--- config.mk ---
export PLATFORM = sky130hd
export DESIGN_NAME = descending_exchange_sort_core
export DESIGN_NICKNAME = d
export VERILOG_FILES = /design/src/rtl/desx_pkg.sv /design/src/rtl/desx_rec_ram.sv /design/src/rtl/desx_ctrl.sv /design/src/rtl/desx_out.sv /design/src/rtl/descending_exchange_sort_core.sv
export VERILOG_INCLUDE_DIRS = /design/src /design/src/rtl
export SDC_FILE = /design/constraint.sdc
export NUM_CORES = 1
export LEC_CHECK = 0
export ABC_AREA = 1
export BUFFER_PORTS_ARGS = -buffer_cell sky130_fd_sc_hd__buf_4
export CAP_MARGIN = 15
export CORE_ASPECT_RATIO = 0.6
export CORE_MARGIN = 2
export CORE_UTILIZATION = 50
export CTS_BUF_LIST = sky130_fd_sc_hd__clkbuf_4 sky130_fd_sc_hd__clkbuf_8
export DETAILED_ROUTE_END_ITERATION = 8
export PLACE_DENSITY = 0.69
export SETUP_SLACK_MARGIN = 0.15
export SYNTH_ARGS = -nofsm -noshare
export SYNTH_HDL_FRONTEND = slang
export SYNTH_SLANG_ARGS = --single-unit
--- constraint.sdc ---
create_clock -name i_clk -period 4.4 [get_ports i_clk]
set_input_delay 1.1 -clock i_clk [delete_from_list [all_inputs] [get_ports i_clk]]
set_output_delay 1.1 -clock i_clk [all_outputs]
set_load 0.005 [all_outputs]
--- src/rtl/descending_exchange_sort_core_defines.svh ---
// Assertion macros for the sort core RTL, used by the controller.
// In synthesis the macros expand to nothing.
`ifndef DESCENDING_EXCHANGE_SORT_CORE_DEFINES_SVH
`define DESCENDING_EXCHANGE_SORT_CORE_DEFINES_SVH

`ifndef SYNTHESIS

// The property must hold at every clock edge outside reset.
`define DESX_ASSERT(lbl, clk, rst_n, prop) \
    lbl: assert property (@(posedge clk) disable iff (!rst_n) (prop)) \
        else $error("sort core assertion failed");

// The condition must never be seen outside reset.
`define DESX_ASSERT_NEVER(lbl, clk, rst_n, cond) \
    lbl: assert property (@(posedge clk) disable iff (!rst_n) !(cond)) \
        else $error("sort core forbidden condition seen");

`else

`define DESX_ASSERT(lbl, clk, rst_n, prop)
`define DESX_ASSERT_NEVER(lbl, clk, rst_n, cond)

`endif

`endif

--- src/rtl/desx_pkg.sv ---
package desx_pkg;

    // Capacity of the record memory.
    localparam int MAX_RECORDS = 16;
    localparam int ADDR_W      = $clog2(MAX_RECORDS);
    localparam int CNT_W       = $clog2(MAX_RECORDS + 1);

    // Field widths.
    localparam int KEY_W  = 16;
    localparam int TAG_W  = 32;
    localparam int RANK_W = 7;

    // Stream word widths, padded to whole bytes.
    localparam int IN_TDATA_W  = ((KEY_W + TAG_W + 7) / 8) * 8;
    localparam int OUT_TDATA_W = ((KEY_W + TAG_W + RANK_W + 7) / 8) * 8;
    localparam int OUT_PAD_W   = OUT_TDATA_W - KEY_W - TAG_W - RANK_W;

    // One record as held in memory; the key sits in the low bits.
    typedef struct packed {
        logic [TAG_W-1:0] tag;
        logic [KEY_W-1:0] key;
    } t_record;

    // Sequencer states.
    typedef enum logic [2:0] {
        ST_LOAD,
        ST_LDI,
        ST_LDW,
        ST_SCAN,
        ST_WRI,
        ST_EMIT
    } t_state;

    // Side information that travels with a memory read towards the output register.
    typedef struct packed {
        logic              valid;
        logic [RANK_W-1:0] rank;
        logic              last_w;
        logic              ovf;
    } t_emit_tag;

endpackage

--- src/rtl/desx_rec_ram.sv ---
module desx_rec_ram #(
    parameter int DEPTH = 16,
    parameter int WIDTH = 48
) (
    input  logic                     i_clk,
    input  logic                     i_we,
    input  logic [$clog2(DEPTH)-1:0] i_waddr,
    input  logic [WIDTH-1:0]         i_wdata,
    input  logic                     i_re,
    input  logic [$clog2(DEPTH)-1:0] i_raddr,
    output logic [WIDTH-1:0]         o_rdata
);

    logic [WIDTH-1:0] r_mem [DEPTH];
    logic [WIDTH-1:0] r_rdata;

    // Write port.
    always_ff @(posedge i_clk) begin
        if (i_we) begin
            r_mem[i_waddr] <= i_wdata;
        end
    end

    // Registered read port.
    always_ff @(posedge i_clk) begin
        if (i_re) begin
            r_rdata <= r_mem[i_raddr];
        end
    end

    assign o_rdata = r_rdata;

endmodule

--- src/rtl/desx_ctrl.sv ---
`include "descending_exchange_sort_core_defines.svh"

module desx_ctrl (
    input  logic                         i_clk,
    input  logic                         i_rst_n,
    // Load side
    input  logic                         i_s_tvalid,
    output logic                         o_s_tready,
    input  desx_pkg::t_record            i_rec,
    input  logic                         i_s_tlast,
    // Record memory
    output logic                         o_we,
    output logic [desx_pkg::ADDR_W-1:0]  o_waddr,
    output desx_pkg::t_record            o_wdata,
    output logic                         o_re,
    output logic [desx_pkg::ADDR_W-1:0]  o_raddr,
    input  desx_pkg::t_record            i_rdata,
    // Output register status
    input  logic                         i_out_valid,
    input  logic                         i_out_ready,
    output desx_pkg::t_emit_tag          o_emit
);

    import desx_pkg::*;

    t_state            r_state, n_state;
    logic [CNT_W-1:0]  r_cnt, n_cnt;
    logic              r_drop, n_drop;
    logic [CNT_W-1:0]  r_i, n_i;
    logic [CNT_W-1:0]  r_j, n_j;
    logic [CNT_W-1:0]  r_e, n_e;
    logic              r_cmp_v, n_cmp_v;
    logic [ADDR_W-1:0] r_cmp_j, n_cmp_j;
    t_record           r_cur, n_cur;
    t_emit_tag         r_emit, n_emit;
    logic [CNT_W-1:0]  cnt_after;
    logic [CNT_W-1:0]  e_next;
    logic              issue;

    // Control registers.
    always_ff @(posedge i_clk) begin
        if (!i_rst_n) begin
            r_state <= ST_LOAD;
            r_cnt   <= '0;
            r_drop  <= 1'b0;
            r_i     <= '0;
            r_j     <= '0;
            r_e     <= '0;
            r_cmp_v <= 1'b0;
            r_emit  <= '0;
        end else begin
            r_state <= n_state;
            r_cnt   <= n_cnt;
            r_drop  <= n_drop;
            r_i     <= n_i;
            r_j     <= n_j;
            r_e     <= n_e;
            r_cmp_v <= n_cmp_v;
            r_emit  <= n_emit;
        end
    end

    // Payload registers: the running maximum of a pass and the compared address.
    always_ff @(posedge i_clk) begin
        r_cur   <= n_cur;
        r_cmp_j <= n_cmp_j;
    end

    // Next state, memory accesses and emission requests.
    always_comb begin
        n_state  = r_state;
        n_cnt    = r_cnt;
        n_drop   = r_drop;
        n_i      = r_i;
        n_j      = r_j;
        n_e      = r_e;
        n_cmp_v  = r_cmp_v;
        n_cmp_j  = r_cmp_j;
        n_cur    = r_cur;
        n_emit   = '0;
        o_s_tready = 1'b0;
        o_we     = 1'b0;
        o_waddr  = '0;
        o_wdata  = r_cur;
        o_re     = 1'b0;
        o_raddr  = '0;
        cnt_after = (r_cnt < CNT_W'(MAX_RECORDS)) ? CNT_W'(r_cnt + CNT_W'(1)) : r_cnt;
        e_next    = CNT_W'(r_e + CNT_W'(1));
        issue     = 1'b0;

        case (r_state)
            // Store each word until the one marked last; full memory drops words.
            ST_LOAD: begin
                o_s_tready = 1'b1;
                if (i_s_tvalid) begin
                    if (r_cnt < CNT_W'(MAX_RECORDS)) begin
                        o_we    = 1'b1;
                        o_waddr = r_cnt[ADDR_W-1:0];
                        o_wdata = i_rec;
                        n_cnt   = cnt_after;
                    end else begin
                        n_drop = 1'b1;
                    end
                    if (i_s_tlast) begin
                        n_i = '0;
                        n_e = '0;
                        if (cnt_after >= CNT_W'(2)) begin
                            n_state = ST_LDI;
                        end else begin
                            n_state = ST_EMIT;
                        end
                    end
                end
            end

            // Fetch record i, which a pass keeps in a register.
            ST_LDI: begin
                o_re    = 1'b1;
                o_raddr = r_i[ADDR_W-1:0];
                n_j     = CNT_W'(r_i + CNT_W'(1));
                n_state = ST_LDW;
            end

            ST_LDW: begin
                n_cur   = i_rdata;
                n_cmp_v = 1'b0;
                n_state = ST_SCAN;
            end

            // Read j each cycle; in the cycle after, compare and swap into address j.
            ST_SCAN: begin
                if (r_cmp_v && (r_cur.key < i_rdata.key)) begin
                    o_we    = 1'b1;
                    o_waddr = r_cmp_j;
                    o_wdata = r_cur;
                    n_cur   = i_rdata;
                end
                if (r_j < r_cnt) begin
                    o_re    = 1'b1;
                    o_raddr = r_j[ADDR_W-1:0];
                    n_cmp_v = 1'b1;
                    n_cmp_j = r_j[ADDR_W-1:0];
                    n_j     = CNT_W'(r_j + CNT_W'(1));
                end else begin
                    n_cmp_v = 1'b0;
                    if (!r_cmp_v) begin
                        n_state = ST_WRI;
                    end
                end
            end

            // Write the pass winner back to position i.
            ST_WRI: begin
                o_we    = 1'b1;
                o_waddr = r_i[ADDR_W-1:0];
                o_wdata = r_cur;
                n_i     = CNT_W'(r_i + CNT_W'(1));
                if (({1'b0, r_i} + (CNT_W+1)'(2)) >= {1'b0, r_cnt}) begin
                    n_state = ST_EMIT;
                end else begin
                    n_state = ST_LDI;
                end
            end

            // Read one record when the output register will be free to take it.
            ST_EMIT: begin
                issue = !r_emit.valid && (!i_out_valid || i_out_ready);
                if (issue) begin
                    o_re          = 1'b1;
                    o_raddr       = r_e[ADDR_W-1:0];
                    n_emit.valid  = 1'b1;
                    n_emit.rank   = RANK_W'(e_next);
                    n_emit.last_w = (e_next == r_cnt);
                    n_emit.ovf    = r_drop;
                    n_e           = e_next;
                    if (e_next == r_cnt) begin
                        n_cnt   = '0;
                        n_drop  = 1'b0;
                        n_state = ST_LOAD;
                    end
                end
            end

            default: begin
                n_state = ST_LOAD;
            end
        endcase
    end

    assign o_emit = r_emit;

    // A swap during a pass only ever writes above position i.
    `DESX_ASSERT(a_swap_above_i, i_clk, i_rst_n, (r_state == ST_SCAN && o_we) |-> (CNT_W'(o_waddr) > r_i))
    // The fill count never passes the capacity.
    `DESX_ASSERT_NEVER(a_cnt_cap, i_clk, i_rst_n, r_cnt > CNT_W'(MAX_RECORDS))
    // While sorting, position i leaves at least one record above it.
    `DESX_ASSERT(a_sort_idx, i_clk, i_rst_n, (r_state == ST_LDI || r_state == ST_LDW || r_state == ST_SCAN || r_state == ST_WRI) |-> ((r_i + CNT_W'(1)) < r_cnt))
    // Read data for the output always lands in an empty output register.
    `DESX_ASSERT(a_land_free, i_clk, i_rst_n, r_emit.valid |-> !i_out_valid)

endmodule

--- src/rtl/desx_out.sv ---
module desx_out (
    input  logic                             i_clk,
    input  logic                             i_rst_n,
    input  desx_pkg::t_emit_tag              i_emit,
    input  desx_pkg::t_record                i_rdata,
    output logic                             o_m_tvalid,
    input  logic                             i_m_tready,
    output logic [desx_pkg::OUT_TDATA_W-1:0] o_m_tdata,
    output logic                             o_m_tlast,
    output logic                             o_m_tuser
);

    import desx_pkg::*;

    logic              r_valid;
    t_record           r_rec;
    logic [RANK_W-1:0] r_rank;
    logic              r_last;
    logic              r_ovf;

    // Valid flag: set when a read lands, cleared when the word is taken.
    always_ff @(posedge i_clk) begin
        if (!i_rst_n) begin
            r_valid <= 1'b0;
        end else if (i_emit.valid) begin
            r_valid <= 1'b1;
        end else if (i_m_tready) begin
            r_valid <= 1'b0;
        end
    end

    // Output payload.
    always_ff @(posedge i_clk) begin
        if (i_emit.valid) begin
            r_rec  <= i_rdata;
            r_rank <= i_emit.rank;
            r_last <= i_emit.last_w;
            r_ovf  <= i_emit.ovf;
        end
    end

    assign o_m_tvalid = r_valid;
    assign o_m_tdata  = {{OUT_PAD_W{1'b0}}, r_rank, r_rec.tag, r_rec.key};
    assign o_m_tlast  = r_last;
    assign o_m_tuser  = r_ovf;

endmodule

--- src/rtl/descending_exchange_sort_core.sv ---
// Descending exchange sort core. Records (16-bit score key, 32-bit tag) stream in one per
// cycle and are stored in a 16-entry record memory; further records of a set are dropped.
// The word marked tlast ends the set and starts an in-place exchange sort into descending
// key order, tied keys ordered exactly as the classic i/j swap procedure leaves them. The
// sort runs through the memory's single read port: pass i keeps record i in a register,
// scans the records above it and writes the winner of the pass back to position i.
// The records then leave in rank order, each read only after the last one has reached the
// output register, carrying rank (1 for the highest key), tlast on the final word and
// tuser set on every word of a set that lost records. Input is held off during the sort
// and the emission; the next set may start loading while the last sorted word still
// waits at the output. No memory clearing is needed after reset.
module descending_exchange_sort_core (
    input  logic                             i_clk,
    input  logic                             i_rst_n,
    input  logic                             i_s_tvalid,
    output logic                             o_s_tready,
    // Fields from bit 0 up: score_key[15:0], record_tag[47:16].
    input  logic [desx_pkg::IN_TDATA_W-1:0]  i_s_tdata,
    // last_item.
    input  logic                             i_s_tlast,
    output logic                             o_m_tvalid,
    input  logic                             i_m_tready,
    // Fields from bit 0 up: sorted_key[15:0], sorted_tag[47:16], rank_position[54:48], zero.
    output logic [desx_pkg::OUT_TDATA_W-1:0] o_m_tdata,
    // final_result.
    output logic                             o_m_tlast,
    // Field: overflow_flag[0].
    output logic                             o_m_tuser
);

    import desx_pkg::*;

    t_record           in_rec;
    logic              we;
    logic [ADDR_W-1:0] waddr;
    t_record           wdata;
    logic              re;
    logic [ADDR_W-1:0] raddr;
    t_record           rdata;
    t_emit_tag         emit;

    // Unpack the input word.
    assign in_rec.key = i_s_tdata[KEY_W-1:0];
    assign in_rec.tag = i_s_tdata[KEY_W+TAG_W-1:KEY_W];

    // Sequencer for loading, sorting and emission.
    desx_ctrl u_ctrl (
        .i_clk       (i_clk),
        .i_rst_n     (i_rst_n),
        .i_s_tvalid  (i_s_tvalid),
        .o_s_tready  (o_s_tready),
        .i_rec       (in_rec),
        .i_s_tlast   (i_s_tlast),
        .o_we        (we),
        .o_waddr     (waddr),
        .o_wdata     (wdata),
        .o_re        (re),
        .o_raddr     (raddr),
        .i_rdata     (rdata),
        .i_out_valid (o_m_tvalid),
        .i_out_ready (i_m_tready),
        .o_emit      (emit)
    );

    // Record memory.
    desx_rec_ram #(
        .DEPTH (MAX_RECORDS),
        .WIDTH ($bits(t_record))
    ) u_ram (
        .i_clk   (i_clk),
        .i_we    (we),
        .i_waddr (waddr),
        .i_wdata (wdata),
        .i_re    (re),
        .i_raddr (raddr),
        .o_rdata (rdata)
    );

    // Output register.
    desx_out u_out (
        .i_clk      (i_clk),
        .i_rst_n    (i_rst_n),
        .i_emit     (emit),
        .i_rdata    (rdata),
        .o_m_tvalid (o_m_tvalid),
        .i_m_tready (i_m_tready),
        .o_m_tdata  (o_m_tdata),
        .o_m_tlast  (o_m_tlast),
        .o_m_tuser  (o_m_tuser)
    );

endmodule

==> impl_metrics.py <==
metrics = {
    "worst_hold_path": {
        "min_to": "u_out.r_rank[3]",
        "hold_path_depth": 0,
        "hp-class": "reg -> reg",
        "min_from": "u_ctrl.o_emit[5]",
    },
    "global_routing": {
        "grt_use_total_pct": 24.49,
        "antenna_found_initial": 0,
        "grt_pass1_wl_mm": 156.0,
        "grt_max_degree": 191,
        "grt_overflow": 0,
        "grt_pass1_vias": 25180,
    },
    "place": {
        "port_buffers": 109,
        "pre_cts_ws_ns": 0.7956,
        "dpl.hpwl_mm": 51.93,
        "place.gp.congestion": 0.8310,
    },
    "worst_setup_path": {
        "reg2reg_to": "u_ram.r_mem[6][12]",
        "worstReg2RegStart": "u_ctrl.r_cur[15]",
        "cpMostUsedCell": "nand2_1",
        "required_ns": 4.90,
        "crit_path_start_kind": "flop",
        "path_cells": "ha_1 > nand2_1 > nor4_1 > nand2_1 > nand4_1 > inv_1 > a21oi_1 > nand2_1 > nor2_4 > buf_12",
        "cp_max_fo": 22,
        "cp-end-kind": "flop",
        "crit_slowest_cell": "nor4_1",
        "reg2regPathDepth": 10,
        "critPathKind": "reg -> reg",
        "max_stage_delay_ns": 0.62,
        "crit_arrival_ns": 4.05,
        "r2r_setup_slack_ns": 0.85,
    },
    "layout": {
        "drive_above_1_share_pct": 11.85,
        "finish.utilization_pct": 56.55,
        "fillers": 6666,
        "syn_to_final_growth_pct": 12.25,
        "mostFrequentLayoutCells": "edfxtp_1, nand2_1, nand3_1, inv_1, nand3b_1",
        "fin_nets": 3687,
        "antenna_cells": 0,
        "final_common_cell": "edfxtp_1",
    },
    "yosys": {
        "seq_area_frac_synth_pct": 69.35,
        "synth_edf_count": 923,
        "avgSynthCellArea_um2": 11.71,
        "synth_area_um2": 40950,
        "ys_types": 40,
        "yosys_most_used_dff": "edfxtp_1",
        "ys_async_sr_fraction_pct": 0,
        "synth_area_leaders": "edfxtp_1, nand3_1, nand3b_1",
        "yosys.area.top_type": "edfxtp_1",
        "synth_top_area_share_pct": 67.69,
        "synth_seq_cells": 957,
        "synth_warnings": 0,
        "synthCells": 3496,
    },
    "floorplan": {
        "die_area_um2": 84280,
        "start_util_pct": 50.38,
        "io_pins": 113,
        "rows": 81,
        "die_y_um": 225.7,
        "die_w_um": 373.5,
        "coreArea_um2": 81280,
    },
    "sta": {
        "final_max_slew_viol_count": 0,
        "period_needed_ns": 3.550,
        "slew_headroom_pct": 23.73,
        "finalCritPeriodShare_pct": 80.69,
        "rsz0062_at_grt": "no",
        "hold_violations": 0,
        "fin_ws_ns": 0.8496,
        "setup_viol": 0,
        "clock_skew_ns": 0.02993,
        "fmax_ghz": 0.2817,
        "setup_tns_ns": 0,
        "tightest_slew_ns": 1.144,
    },
    "detailed_routing": {
        "vias": 26510,
        "routed_wl_mm": 103.4,
        "drc": 0,
        "routed_via_density": 5.532,
        "first_pass_iters": 7,
        "postRouteAntennaNets": 0,
        "wl_per_cell_um": 21.57,
        "drt_iter0_drc": 3109,
    },
    "power": {
        "p_sw_mw": 7.406,
        "power.density_nw_per_um2": 529.5,
        "p_int_mw": 16.94,
        "pwr-share-comb_pct": 20.3,
        "switching_share_pct": 30.43,
        "leakagePower_nw": 17.28,
        "p_seq_share_pct": 50.5,
        "clkPwrFrac_pct": 29.2,
        "ir_worst_vdd_mv": 0.3104,
    },
    "cts": {
        "cts_made_buffers": 139,
        "clkSinkCount": 957,
        "clk_latency_ns": 0.81,
        "cts-root-buf": "clkbuf_8",
        "ctsLongestPathBuffers": 3,
        "cts.repair.resized": 0,
        "h-tree-depth": 4,
        "post_cts_buffers": 0,
        "tritoncts": "done",
        "hold_buffers": 0,
        "clk_pin_slew_ns": 0.06,
    },
    "job": {
        "cap_violations": 0,
    },
    "run_status": {
        "status": "complete, no violations",
    },
}
==> how the worst max path moves through the flow <==
stage                           start                  to  slack, ns
finish               u_ctrl.r_cur[15]  u_ram.r_mem[6][12]       0.85
CTS                  u_ctrl.r_cur[15]  u_ram.r_mem[6][12]       0.85
global placement           i_m_tready   u_ram.o_rdata[13]       0.86
detailed placement         i_m_tready   u_ram.o_rdata[13]       0.80
floorplan                  i_s_tvalid   u_ram.r_mem[3][0]      -0.01
global route        u_ram.o_rdata[15]  u_ram.r_mem[8][32]       0.59
==> power groups by stage <==
stage / sequential [mW] / combinational (mW) / clock [mW]
global route: 12.4 / 5.42 / 7.63
floorplan: 12.3 / 3.06 / 0
global placement: 12.5 / 4.81 / 0
finish: 12.3 / 4.93 / 7.11
detailed placement: 12.5 / 4.91 / 0
CTS: 12.3 / 4.93 / 7.25
==> sequential cells by signal, indices dropped and copies added, names as in the netlist <==
signal,cells
u_ctrl.o_emit,8
u_ctrl.r_cmp_j,4
u_ctrl.r_cmp_v,1
u_ctrl.r_cnt,5
u_ctrl.r_cur,48
u_ctrl.r_drop,1
u_ctrl.r_e,5
u_ctrl.r_i,5
u_ctrl.r_j,5
u_ctrl.r_state,3
u_out.o_m_tdata,48
u_out.o_m_tlast,1
u_out.o_m_tuser,1
u_out.o_m_tvalid,1
u_out.r_rank,5
u_ram.o_rdata,48
u_ram.r_mem,768
==> synthesized netlist by cell type (30+ instances only) <==
cell type  instances
buf_2            109
nand2_1          656
ha_1              30
o211ai_1          49
nand3b_1         333
dfxtp_1           34
a21oi_1           31
inv_1            442
nor2_1            57
nand3_1          638
edfxtp_1         923
clkbuf_1          66
==> cell families after synthesis <==
kind of cell             share of synthesized area [%]
flip-flops                                       69.35
other                                         0.009158
AO/OA/AOI/OAI                                    1.962
AND/OR/NAND/NOR                                  20.88
buffers and inverters                            6.603
XOR/XNOR                                        0.2781
adder cells (fa/ha/maj)                         0.9166
==> layout make-up <==
class | count | area (um2) | share of cell area (%)
Tap cell | 1079 | 1350 | 2.937
Multi-Input combinational cell | 1879 | 10030 | 21.82
Clock buffer | 200 | 2421 | 5.267
Timing Repair Buffer | 174 | 1744 | 3.794
Sequential cell | 957 | 28400 | 61.79
Clock inverter | 50 | 312.8 | 0.6805
Inverter | 453 | 1708 | 3.716
==> layer usage <==
metal,vias up,global-route usage (%),share of wire [%]
li1,12330,-,-
met1,12920,36.60,45
met2,1134,36.83,45
met3,135,4.120,8.5
met4,0,7.483,1.7
met5,-,0,0
==> stage by stage <==
stage | instance area (um2) | total power, mW | cells | hold slack, ns
global route | 45970 | 25.40 | 4792 | 0.4039
floorplan | 40960 | 15.40 | 3498 | 0.3855
finish | 45970 | 24.34 | 4792 | 0.3978
detailed placement | 43230 | 17.38 | 4542 | 0.3947
global placement | 43230 | 17.26 | 4542 | 0.3887
CTS | 45970 | 24.46 | 4792 | 0.4017
==> critical path, delay by kind of cell, from the launching register on <==
kind	cells	cell delay, ns
buffers and inverters	2	0.43
adder cells (fa/ha/maj)	1	0.32
flip-flops	1	0.40
AND/OR/NAND/NOR	6	1.87
AO/OA/AOI/OAI	1	0.19
(Power assumes the default switching activity.)
